<file path="src/rrf_pkg.sv">
// Shared widths, parameter defaults and controller/datapath signal groups for the filter.
package rrf_pkg;

  localparam int STAMP_W = 32;
  localparam int SENDER_W = 32;
  localparam int COUNT_W = 6;
  localparam int COUNT_FIELD_MAX = 63;

  localparam int TABLE_SLOTS_DEFAULT = 4;
  localparam int MAX_BATCH_DEFAULT = 32;

  typedef struct packed {
    logic load_in;
    logic load_match;
    logic decide;
    logic commit;
  } cmd_t;

  typedef struct packed {
    logic last;
  } status_t;

endpackage

</file>
<file path="src/rrf_in_if.sv">
// Request channel that carries one decoded reading.
interface rrf_in_if;
  logic                         valid;
  logic                         ready;
  logic [rrf_pkg::SENDER_W-1:0] sender_id;
  logic [rrf_pkg::STAMP_W-1:0]  raw_stamp;
  logic                         stamp_is_age;
  logic [rrf_pkg::STAMP_W-1:0]  now_epoch;
  logic                         may_repeat;
  logic                         last_of_batch;

  modport source (
    output valid, sender_id, raw_stamp, stamp_is_age, now_epoch, may_repeat, last_of_batch,
    input  ready
  );
  modport sink (
    input  valid, sender_id, raw_stamp, stamp_is_age, now_epoch, may_repeat, last_of_batch,
    output ready
  );
endinterface

</file>
<file path="src/rrf_out_if.sv">
// Result channel that carries the verdict for one reading.
interface rrf_out_if;
  logic                        valid;
  logic                        ready;
  logic                        deliver;
  logic [rrf_pkg::STAMP_W-1:0] reading_time;
  logic [rrf_pkg::COUNT_W-1:0] delivered_count;
  logic                        batch_done;

  modport source (
    output valid, deliver, reading_time, delivered_count, batch_done,
    input  ready
  );
  modport sink (
    input  valid, deliver, reading_time, delivered_count, batch_done,
    output ready
  );
endinterface

</file>
<file path="src/rrf_ctrl.sv">
// Sequencing state machine for the repeat reading filter.
module rrf_ctrl (
  input  logic             clk,
  input  logic             rst,
  input  logic             in_valid,
  output logic             in_ready,
  output logic             out_valid,
  input  logic             out_ready,
  input  rrf_pkg::status_t status,
  output rrf_pkg::cmd_t    cmd
);

  typedef enum logic [1:0] {
    S_IDLE,
    S_MATCH,
    S_DECIDE,
    S_COMMIT
  } state_t;

  state_t state;
  logic   out_free;

  assign out_free = !out_valid || out_ready;
  assign in_ready = (state == S_IDLE);

  always_comb begin
    cmd            = '0;
    cmd.load_in    = (state == S_IDLE) && in_valid;
    cmd.load_match = (state == S_MATCH);
    cmd.decide     = (state == S_DECIDE) && out_free;
    cmd.commit     = (state == S_COMMIT);
  end

  always_ff @(posedge clk) begin
    if (rst) begin
      state     <= S_IDLE;
      out_valid <= 1'b0;
    end else begin
      if (cmd.decide) begin
        out_valid <= 1'b1;
      end else if (out_ready) begin
        out_valid <= 1'b0;
      end
      case (state)
        S_IDLE: begin
          if (in_valid) begin
            state <= S_MATCH;
          end
        end
        S_MATCH: begin
          state <= S_DECIDE;
        end
        S_DECIDE: begin
          if (out_free) begin
            state <= status.last ? S_COMMIT : S_IDLE;
          end
        end
        S_COMMIT: begin
          state <= S_IDLE;
        end
        default: begin
          state <= S_IDLE;
        end
      endcase
    end
  end

endmodule

</file>
<file path="src/rrf_datapath.sv">
// Dating, sender table lookup, batch accumulators and result register.
module rrf_datapath #(
  parameter int TABLE_SLOTS = rrf_pkg::TABLE_SLOTS_DEFAULT,
  parameter int MAX_BATCH   = rrf_pkg::MAX_BATCH_DEFAULT
) (
  input  logic                         clk,
  input  logic                         rst,
  input  rrf_pkg::cmd_t                cmd,
  output rrf_pkg::status_t             status,
  input  logic [rrf_pkg::SENDER_W-1:0] sender_id,
  input  logic [rrf_pkg::STAMP_W-1:0]  raw_stamp,
  input  logic                         stamp_is_age,
  input  logic [rrf_pkg::STAMP_W-1:0]  now_epoch,
  input  logic                         may_repeat,
  input  logic                         last_of_batch,
  output logic                         deliver,
  output logic [rrf_pkg::STAMP_W-1:0]  reading_time,
  output logic [rrf_pkg::COUNT_W-1:0]  delivered_count,
  output logic                         batch_done
);

  localparam int SLOT_W = (TABLE_SLOTS > 1) ? $clog2(TABLE_SLOTS) : 1;
  localparam int COUNT_CAP_I = (MAX_BATCH < rrf_pkg::COUNT_FIELD_MAX) ?
                               MAX_BATCH : rrf_pkg::COUNT_FIELD_MAX;
  localparam logic [rrf_pkg::COUNT_W-1:0] COUNT_CAP = rrf_pkg::COUNT_W'(COUNT_CAP_I);
  localparam logic [SLOT_W-1:0] LAST_SLOT = SLOT_W'(TABLE_SLOTS - 1);

  logic [rrf_pkg::SENDER_W-1:0] slot_sender [TABLE_SLOTS];
  logic [rrf_pkg::STAMP_W-1:0]  slot_newest [TABLE_SLOTS];
  logic [SLOT_W-1:0]            replace_pointer;
  logic [rrf_pkg::STAMP_W-1:0]  batch_newest;
  logic [rrf_pkg::COUNT_W-1:0]  batch_delivered;
  logic [rrf_pkg::STAMP_W-1:0]  commit_stamp;

  logic [rrf_pkg::SENDER_W-1:0] sender;
  logic [rrf_pkg::STAMP_W-1:0]  stamp;
  logic                         check_repeat;
  logic                         last;
  logic [TABLE_SLOTS-1:0]       eq_vec;
  logic [TABLE_SLOTS-1:0]       le_vec;

  logic [rrf_pkg::STAMP_W-1:0]  stamp_next;
  logic [TABLE_SLOTS-1:0]       first_vec;
  logic                         pass;
  logic [rrf_pkg::STAMP_W-1:0]  batch_newest_next;
  logic [rrf_pkg::COUNT_W-1:0]  batch_delivered_next;

  assign status.last = last;

  always_comb begin
    if (stamp_is_age) begin
      stamp_next = (raw_stamp < now_epoch) ? (now_epoch - raw_stamp) : '0;
    end else begin
      stamp_next = raw_stamp;
    end
  end

  // The lowest-numbered slot holding the sender is the only one that counts.
  assign first_vec = eq_vec & (~eq_vec + TABLE_SLOTS'(1));
  assign pass = !(check_repeat && (|(first_vec & le_vec)));

  always_comb begin
    batch_newest_next    = batch_newest;
    batch_delivered_next = batch_delivered;
    if (pass) begin
      if (stamp > batch_newest) begin
        batch_newest_next = stamp;
      end
      if (batch_delivered < COUNT_CAP) begin
        batch_delivered_next = batch_delivered + rrf_pkg::COUNT_W'(1);
      end
    end
  end

  always_ff @(posedge clk) begin
    if (cmd.load_in) begin
      sender       <= sender_id;
      stamp        <= stamp_next;
      check_repeat <= may_repeat && (stamp_next != '0);
      last         <= last_of_batch;
    end
    if (cmd.load_match) begin
      for (int i = 0; i < TABLE_SLOTS; i++) begin
        eq_vec[i] <= (slot_sender[i] == sender);
        le_vec[i] <= (stamp <= slot_newest[i]);
      end
    end
    if (cmd.decide) begin
      deliver         <= pass;
      reading_time    <= stamp;
      delivered_count <= batch_delivered_next;
      batch_done      <= last;
      commit_stamp    <= batch_newest_next;
    end
  end

  always_ff @(posedge clk) begin
    if (rst) begin
      for (int i = 0; i < TABLE_SLOTS; i++) begin
        slot_sender[i] <= '0;
        slot_newest[i] <= '0;
      end
      replace_pointer <= '0;
      batch_newest    <= '0;
      batch_delivered <= '0;
    end else begin
      if (cmd.decide) begin
        if (last) begin
          batch_newest    <= '0;
          batch_delivered <= '0;
        end else begin
          batch_newest    <= batch_newest_next;
          batch_delivered <= batch_delivered_next;
        end
      end
      if (cmd.commit && (commit_stamp != '0)) begin
        if (|eq_vec) begin
          for (int i = 0; i < TABLE_SLOTS; i++) begin
            if (first_vec[i] && (commit_stamp > slot_newest[i])) begin
              slot_newest[i] <= commit_stamp;
            end
          end
        end else begin
          for (int i = 0; i < TABLE_SLOTS; i++) begin
            if (replace_pointer == SLOT_W'(i)) begin
              slot_sender[i] <= sender;
              slot_newest[i] <= commit_stamp;
            end
          end
          replace_pointer <= (replace_pointer == LAST_SLOT) ? '0 :
                             replace_pointer + SLOT_W'(1);
        end
      end
    end
  end

endmodule

</file>
<file path="src/repeat_reading_filter_top.sv">
// Top level of the repeat reading filter: channel interfaces, controller and datapath.
//
// The reading channel takes one decoded reading per request: sender, stamp,
// age flag, receiver time, repeat flag and end-of-batch mark. The result
// channel returns one request per reading with the deliver verdict, the dated
// time, the running delivered count and an echo of the end-of-batch mark.
// Readings are handled one at a time. A reading is taken in the idle state,
// the sender table is compared in the next cycle, and the verdict is written
// to the result register in the decide state once that register is free. A
// reading that closes a batch then writes the sender table in the commit
// state. Each reading thus passes the idle, match and decide states, and the
// commit state as well at the end of a batch.
// Reset clears the sender table, the round-robin pointer and the batch
// accumulators. If the receiver stalls, the result holds in its register and
// the next reading may already be taken and compared; it waits for the result
// register to empty before its own verdict is written.
module repeat_reading_filter_top #(
  parameter int TABLE_SLOTS = rrf_pkg::TABLE_SLOTS_DEFAULT,
  parameter int MAX_BATCH   = rrf_pkg::MAX_BATCH_DEFAULT
) (
  input logic     clk,
  input logic     rst,
  rrf_in_if.sink  reading,
  rrf_out_if.source result
);

  rrf_pkg::cmd_t    cmd;
  rrf_pkg::status_t status;

  rrf_ctrl u_ctrl (
    .clk       (clk),
    .rst       (rst),
    .in_valid  (reading.valid),
    .in_ready  (reading.ready),
    .out_valid (result.valid),
    .out_ready (result.ready),
    .status    (status),
    .cmd       (cmd)
  );

  rrf_datapath #(
    .TABLE_SLOTS (TABLE_SLOTS),
    .MAX_BATCH   (MAX_BATCH)
  ) u_datapath (
    .clk             (clk),
    .rst             (rst),
    .cmd             (cmd),
    .status          (status),
    .sender_id       (reading.sender_id),
    .raw_stamp       (reading.raw_stamp),
    .stamp_is_age    (reading.stamp_is_age),
    .now_epoch       (reading.now_epoch),
    .may_repeat      (reading.may_repeat),
    .last_of_batch   (reading.last_of_batch),
    .deliver         (result.deliver),
    .reading_time    (result.reading_time),
    .delivered_count (result.delivered_count),
    .batch_done      (result.batch_done)
  );

endmodule

</file>
<file path="src/flat_wrapper.sv">
// flat-port wrapper written by rule: the top's interface ports become plain ports
module repeat_reading_filter_top_flat 
#(
  parameter int TABLE_SLOTS = rrf_pkg::TABLE_SLOTS_DEFAULT,
  parameter int MAX_BATCH   = rrf_pkg::MAX_BATCH_DEFAULT
)
  (clk, rst, reading_valid, reading_sender_id, reading_raw_stamp, reading_stamp_is_age, reading_now_epoch, reading_may_repeat, reading_last_of_batch, reading_ready, result_valid, result_deliver, result_reading_time, result_delivered_count, result_batch_done, result_ready);
  rrf_in_if reading_i ();
  rrf_out_if result_i ();
  input logic clk;
  input logic rst;
  input wire logic [$bits(reading_i.valid)-1:0] reading_valid;
  input wire logic [$bits(reading_i.sender_id)-1:0] reading_sender_id;
  input wire logic [$bits(reading_i.raw_stamp)-1:0] reading_raw_stamp;
  input wire logic [$bits(reading_i.stamp_is_age)-1:0] reading_stamp_is_age;
  input wire logic [$bits(reading_i.now_epoch)-1:0] reading_now_epoch;
  input wire logic [$bits(reading_i.may_repeat)-1:0] reading_may_repeat;
  input wire logic [$bits(reading_i.last_of_batch)-1:0] reading_last_of_batch;
  output wire logic [$bits(reading_i.ready)-1:0] reading_ready;
  output wire logic [$bits(result_i.valid)-1:0] result_valid;
  output wire logic [$bits(result_i.deliver)-1:0] result_deliver;
  output wire logic [$bits(result_i.reading_time)-1:0] result_reading_time;
  output wire logic [$bits(result_i.delivered_count)-1:0] result_delivered_count;
  output wire logic [$bits(result_i.batch_done)-1:0] result_batch_done;
  input wire logic [$bits(result_i.ready)-1:0] result_ready;
  assign reading_i.valid = reading_valid;
  assign reading_i.sender_id = reading_sender_id;
  assign reading_i.raw_stamp = reading_raw_stamp;
  assign reading_i.stamp_is_age = reading_stamp_is_age;
  assign reading_i.now_epoch = reading_now_epoch;
  assign reading_i.may_repeat = reading_may_repeat;
  assign reading_i.last_of_batch = reading_last_of_batch;
  assign reading_ready = reading_i.ready;
  assign result_valid = result_i.valid;
  assign result_deliver = result_i.deliver;
  assign result_reading_time = result_i.reading_time;
  assign result_delivered_count = result_i.delivered_count;
  assign result_batch_done = result_i.batch_done;
  assign result_i.ready = result_ready;
  repeat_reading_filter_top #(.TABLE_SLOTS(TABLE_SLOTS), .MAX_BATCH(MAX_BATCH)) u_core (.clk(clk), .rst(rst), .reading(reading_i), .result(result_i));
endmodule
</file>
<file path="config.mk">
export PLATFORM = sky130hd
export DESIGN_NAME = repeat_reading_filter_top_flat
export DESIGN_NICKNAME = d
export VERILOG_FILES = /design/src/rrf_pkg.sv /design/src/rrf_in_if.sv /design/src/rrf_out_if.sv /design/src/rrf_ctrl.sv /design/src/rrf_datapath.sv /design/src/repeat_reading_filter_top.sv /design/src/flat_wrapper.sv
export SDC_FILE = /design/constraint.sdc
export NUM_CORES = 1
export LEC_CHECK = 0
export ABC_CLOCK_PERIOD_IN_PS = 3300
export BUFFER_PORTS_ARGS = -buffer_cell sky130_fd_sc_hd__buf_4
export CAP_MARGIN = 20
export CORE_UTILIZATION = 56
export DETAILED_ROUTE_END_ITERATION = 10
export PLACE_DENSITY = 0.85
export SETUP_SLACK_MARGIN = 0.4
export SYNTH_ARGS = -nofsm -noshare
export SYNTH_HDL_FRONTEND = slang
export SYNTH_SLANG_ARGS = --single-unit
export TNS_END_PERCENT = 20
</file>
<file path="constraint.sdc">
create_clock -name clk -period 3.3 [get_ports clk]
set_clock_uncertainty 0.15 [all_clocks]
set_input_delay 0.33 -clock clk [delete_from_list [all_inputs] [get_ports clk]]
set_output_delay 0.33 -clock clk [all_outputs]
set_load 0.05 [all_outputs]
</file>
After elaboration in Yosys (flattened, before gate mapping)
Memories as Yosys holds them, arrays and structs flattened.
Index checks and enable logic that the tools add are counted.
- multiplexer cells: 69
- reductions and logical operators: 21
- bitwise operators: 16
- eq/ne operators: 12
- $add $sub $neg: 4
- order comparisons: 11
- operator list (operator ; count):
    $mux 32 ; 17
    $gt 32x32->1 ; 5
    $eq 32x32->1 ; 4
    $le 32x32->1 ; 4
    $reduce_bool 32->1 ; 2
    $mux 1 ; 44
    $lt 32x32->1 ; 1
    $sub 32x32->32 ; 1
    $mux 6 ; 3
    $or 1x1->1 ; 12
    $logic_and 1x1->1 ; 9
    $and 4x4->4 ; 2
    $eq 2x2->1 const B ; 4
    $mux 2 ; 4
    $pmux 2 s4 ; 1
    $reduce_or 4->1 ; 2
    $add 6x1->6 const B ; 1
    $lt 6x6->1 const B ; 1
    $add 4x1->4 const B ; 1
    $eq 2x1->1 const B ; 2
    $logic_not 2->1 ; 2
    $ne 2x2->1 const B ; 2
    $not 4->4 ; 1
    $reduce_and 2->1 ; 2
    5 further kinds ; 6
- output and inout bits: 42
- memories kept: 2
- bits of input ports: 103
- register bits: 189
- RAM bits: 256
- logic and storage cells: 151
- memory list (memory ; words ; width ; rd ports ; clocked after Yosys merged registers in ; wr ports ; RTL line ; source):
    u_core.u_datapath.slot_newest ; 4 ; 32 ; 4 ; 0 ; 4 ; rrf_datapath.sv:29 ; logic [rrf_pkg::STAMP_W-1:0] slot_newest [TABLE_SLOTS];
    u_core.u_datapath.slot_sender ; 4 ; 32 ; 4 ; 0 ; 4 ; rrf_datapath.sv:28 ; logic [rrf_pkg::SENDER_W-1:0] slot_sender [TABLE_SLOTS];

Longest topological paths before layout
- depth in word-level cells: 11
- depth in mapped cells: 14
- mapped depth without buffers: 14

By module
From an unflattened synthesis, not the netlist that was laid out.
- cell total of the unflattened synthesis: 2347
- area, all modules: 26736.9 sq um
- modules (own cells, without submodules) (module ; area an instance (sq um) ; instances ; sequential area each (sq um) ; cells an instance):
    rrf_datapath ; 26586.7 ; 1 ; 12872.3 ; 2330
    rrf_ctrl ; 150.1 ; 1 ; 60.1 ; 17

Worst setup path after synthesis
OpenSTA, ideal clock, no wires.
- kind: flip-flop to flip-flop
- start: register u_core.u_datapath.commit_stamp[25] (netlist bit)
- end: memory u_core.u_datapath.slot_newest[1][0] (netlist bit), enable pin
- clock period less this slack: 3600 ps
- required time: 2736 ps
- arrival: 3036 ps
- cell stages (with the launch flop): 10
- slack: -300 ps
- setup time: 414 ps
- cell sequence: edfxtp_1 nor4_1 nand4_1 o211ai_1 nor4_1 nor2b_1 clkbuf_1 nand2_1 nand2_1 or3_1
- RTL lines (what ; RTL line ; source):
    from (decl) ; rrf_datapath.sv:33 ; logic [rrf_pkg::STAMP_W-1:0] commit_stamp;
    from (signal assigned) ; rrf_datapath.sv:93 ; commit_stamp <= batch_newest_next;
    to (decl) ; rrf_datapath.sv:29 ;

==> results.md <==
- The tightest min-delay check is of the in2reg type.
- For this run, design rule violations remaining after detail routing come to 2.
- The total overflow left after global routing is 0.
- Before antenna repair, the detailed router went through 8 iterations.
- On the worst path, the slowest cell contributes a delay of 450 ps.
- The final hold violation count came to 0.
- The proportion of synthesized flip-flops having asynchronous set or reset is 0%.
- In the final routed layout, each cell accounts on average for 21.9 um.
- The count of vias placed by the detailed router is 20.4k.
- The number of global-route vias before repair is 20.6k.
- Sorting the synthesized cells by area gives the leading types as sky130_fd_sc_hd__edfxtp_1 45%, sky130_fd_sc_hd__ha_1 15%, sky130_fd_sc_hd__xor2_1 4.5%.
- The detailed placer's ending HPWL is 53700 um.
- The area of placed instances is 29700 um^2.
- The max-slew headroom at the worst pin is 30.2%.
- The area of the die is 48400 um^2.
- Counting instances in the post-synthesis netlist gives the leading cell types as 402 x sky130_fd_sc_hd__edfxtp_1, 325 x sky130_fd_sc_hd__ha_1, 211 x sky130_fd_sc_hd__inv_1.
- The synthesis-to-finish area growth is 21.9%.
- The cell seen most often among critical-path stages is sky130_fd_sc_hd__or3_4.
- The number of clock sinks is 445.
- The peak ir drop on the vdd network is 0.609 mV.
- The sequential fraction of design power is 45.8%.
- The width of the die is 220 um.
- The timing startpoint of the critical path is u_core.u_datapath.commit_stamp[29].
- The average vias per placed instance is 5.99.
- In this run the remaining antenna-violating nets after routing total 0.
- In this run the most critical hold path is launched from reading_raw_stamp[0].
- The category of the critical setup timing path is reg2reg.
- The most frequently used cell type in the post-synthesis netlist is sky130_fd_sc_hd__edfxtp_1.
- The fill cell total of the finished layout is 3224.
- The routed design could run at a clock period as short as 3590 ps.
- The DRC marker count from the first detailed-route iteration is 1781.
- The critical path data arrival time is 3780 ps.
- The site row count is 79.
- The first global-routing pass estimated 112000 um of wire.
- The clock power share is 36.8%.
- Counting flops with a built-in enable in the synthesized netlist gives 402.
- The final standard cell utilization of the core is 69.5%.
- With fillers left out, the area of the finished cells amounts to 32400 um^2.
- The total wire length is 74600 um.
- Max-cap violations in this run came to 0.
- The critical path goes through ha_4 > nand4_1 > nor2_2 > nand3_2 > or3_4 > or4_4 > o2111a_1 > or3_4 > nor4_4 > buf_4 > clkbuf_16 > nor2b_1.
- In the global route stage, overall resource usage came out at 30.5%.
- Cell internal power was estimated by the tool at 0.0107 W.
- The cell total after placement is 3251.
- Across all setup checks in the final design, the least slack found is -285 ps.
- Summed over all instances, the cell type with the most area after synthesis is sky130_fd_sc_hd__edfxtp_1.
- In this run, distinct cell masters in the synthesized netlist total 62.
- The final estimated routing congestion in global placement is 0.983.
- The count of input and output buffers is 144.
- Clock tree synthesis inserted a total of 47 buffers.
- The H-tree generated during clock tree synthesis spans 2 levels.
- The switching power summed over all nets is 0.00397 W.
- Of the cells placed in the final design, the portion with a size suffix greater than 1 is 18.9%.
- The startpoint identified for the worst register-to-register timing path is u_core.u_datapath.commit_stamp[29].
- Sequential elements use 48.6% of the synthesized area.
- The portion of the clock cycle consumed by the worst path in the final layout is 109%.
- The netlist area before placement is 26600 um^2.
- Clock-pin slew was measured on the worst setup and hold paths at 60 ps.
- The antenna cell count is 0.
- The number of antenna violations at the first check in global routing was 1.
- When the netlist entered floorplanning its net count stood at 2819.
- Entering global routing, the biggest net connects 52 pins.
- The non-filler instance count after layout is 3399.
- The portion of total power attributed to combinational logic is 17.4%.
- In the final layout, flip-flops and latches occupy 12900 um^2.
- The worst setup path is launched from a flop.
- The prevailing post-synth register cell is sky130_fd_sc_hd__edfxtp_1.
- After floorplanning, the core was sized to cover 46700 um^2.
- The area share of the leading cell type in the synthesized netlist is 45.4%.
- Data on the critical path is required at its endpoint by 3490 ps.
- Power spread over the standard cell area amounts to 452 nW/um^2.
- The average instance area after synthesis is 11.1 um^2.
- The root cell of the clock tree is sky130_fd_sc_hd__clkbuf_16.
- The category of the worst setup path capture point is a flop.
- Of all nets on the critical path, the largest fanout is 6.
- The final-report max-slew violation count came to 0.
- The final reports fail on DRC, setup timing.
- The chip height is 220 um.
- The number of synthesized register bits is 445.
- Counting both buffers and inverters, the worst setup path holds a total of 2.
- Summing all multi-input logic gate instances after layout gives 13000 um^2.
- The clock passes through at most 3 buffers.
- The flow ran to the end, but the final reports show violations.
- Net switching is 27.1% of the power.
- Summed over all cells, the static leakage comes to 13.8 nW.
- The critical path's top delay family is simple AND/OR/NAND/NOR gates.
- The warning count from the yosys run is 0.
- The fmax is 279 MHz.
- The clock tree from TritonCTS is done.
- The slew of the pin with the lowest slew margin is 1050 ps.
- The library cell contributing the largest single delay on the critical path is sky130_fd_sc_hd__edfxtp_1.
- The post-layout net count is 3182.
- The setup-violating endpoint count in the final report is 97.
- Setup repair after global routing could not meet its margin everywhere.
- The final hold slack is 27.3 ps.
- In this run the count of I/O pins placed on the die edge is 145.
- For this configuration, the core starts out at a cell density of 57.0%.
- The source-to-sink clock delay at the later pin of the worst-skew pair is 610 ps.
- The instance count of the mapped netlist is 2390.
## state kept, by name (all words and copies together) (netlist names), 2 cells and up
| signal | count |
|---|---|
| u_core.u_datapath.replace_pointer | 2 |
| u_core.u_datapath.slot_sender | 128 |
| u_core.u_datapath.commit_stamp | 32 |
| u_core.u_datapath.slot_newest | 128 |
| u_core.u_datapath.batch_delivered | 6 |
| u_core.u_ctrl.state | 2 |
| u_core.u_datapath.sender | 32 |
| u_core.u_datapath.stamp | 32 |
| u_core.u_datapath.batch_newest | 32 |
| u_core.u_datapath.reading_time | 32 |
| u_core.u_datapath.eq_vec | 4 |
| u_core.u_datapath.delivered_count | 6 |
| u_core.u_datapath.le_vec | 4 |
## routing by layer
layer / global-route usage (%) / vias up / share of wire, %
li1: - / 9416 / -
met3: 7.56 / 204 / 9.5
met1: 39.2 / 9846 / 39
met4: 12.2 / 0 / 4.1
met5: 0 / - / 0
met2: 49.2 / 905 / 47
## path summary, 6_finish.rpt
kind / slack (ps) / to / cells past startpoint
worst max register to register: -290 / u_core.u_datapath.slot_newest[0][19] / 12
worst max-delay path: -290 / u_core.u_datapath.slot_newest[0][19] / 12
worst min-delay path: 30 / u_core.u_datapath.stamp[0] / 3
worst min register to register: 330 / u_core.u_datapath.batch_newest[12] / 1
## placed cells by master, fill, tap and decap left out, drive strengths merged, types with 39 or more instances in the layout
| master | count |
|---|---|
| nor2 | 66 |
| xor2 | 138 |
| nor4 | 53 |
| nor2b | 127 |
| o21ai | 106 |
| buf | 355 |
| ha | 325 |
| and2 | 162 |
| dfxtp | 43 |
| edfxtp | 402 |
| a21o | 101 |
| o21a | 42 |
| dlygate4sd3 | 39 |
| clkbuf | 70 |
| inv | 214 |
| a21oi | 105 |
| nand2 | 89 |
| nand4 | 86 |
## area by class of cell
| class | count | area share [%] |
|---|---|---|
| clock buffer | 67 | 4.20 |
| multi-input combinational | 1651 | 40.2 |
| clock inverter | 21 | 0.668 |
| sequential | 445 | 39.9 |
| tap | 607 | 2.34 |
| timing repair buffer | 397 | 10.3 |
| inverter | 211 | 2.45 |
## power by group through the flow
stage / registers [W] / clock network (W) / logic, W
4_1_cts: 0.00669 / 0.00542 / 0.00246
6_report: 0.00670 / 0.00540 / 0.00254
5_1_grt: 0.00672 / 0.00565 / 0.00278
3_3_place_gp: 0.00679 / 0 / 0.00225
2_1_floorplan: 0.00675 / 0 / 0.00141
3_5_place_dp: 0.00680 / 0 / 0.00235
## worst reg2reg max path: stages, from the launching register on
cell	delay, ps
sky130_fd_sc_hd__edfxtp_1	450
sky130_fd_sc_hd__ha_4	320
sky130_fd_sc_hd__nand4_1	140
sky130_fd_sc_hd__nor2_2	190
sky130_fd_sc_hd__nand3_2	100
sky130_fd_sc_hd__or3_4	380
sky130_fd_sc_hd__or4_4	410
sky130_fd_sc_hd__o2111a_1	160
sky130_fd_sc_hd__or3_4	390
sky130_fd_sc_hd__nor4_4	250
sky130_fd_sc_hd__buf_4	190
sky130_fd_sc_hd__clkbuf_16	160
sky130_fd_sc_hd__nor2b_1	50
## cells by family (layout without fill, tap and decap cells)
family | Yosys count | after routing | share of synthesized area [%]
flip-flops | 445 | 445 | 48.6
AND/OR/NAND/NOR | 681 | 684 | 14.6
XOR/XNOR | 160 | 160 | 5.27
multiplexers | 3 | 3 | 0.122
adder cells (fa/ha/maj) | 326 | 326 | 15.4
buffers and inverters | 297 | 696 | 4.37
AO/OA/AOI/OAI | 478 | 478 | 11.6
## through the flow
stage                     TNS, ps  setup WS [ps]  total power (W)
after floorplan                 0           46.6          0.00815
after global placement     -12420           -159          0.00903
after detailed placement   -20240           -164          0.00915
after CTS                  -14200           -177           0.0146
after global routing       -31290           -370           0.0151
final                      -17690           -285           0.0146
## timing repair
action	CTS	global route
setup buffers	3	9
hold buffers	39	0
pin swaps	56	18
resized for setup	68	65
cloned	1	8
endpoints found under the setup margin	445	558
hold endpoints to repair	45	0
No activity file was read; power rests on OpenSTA's default activity.
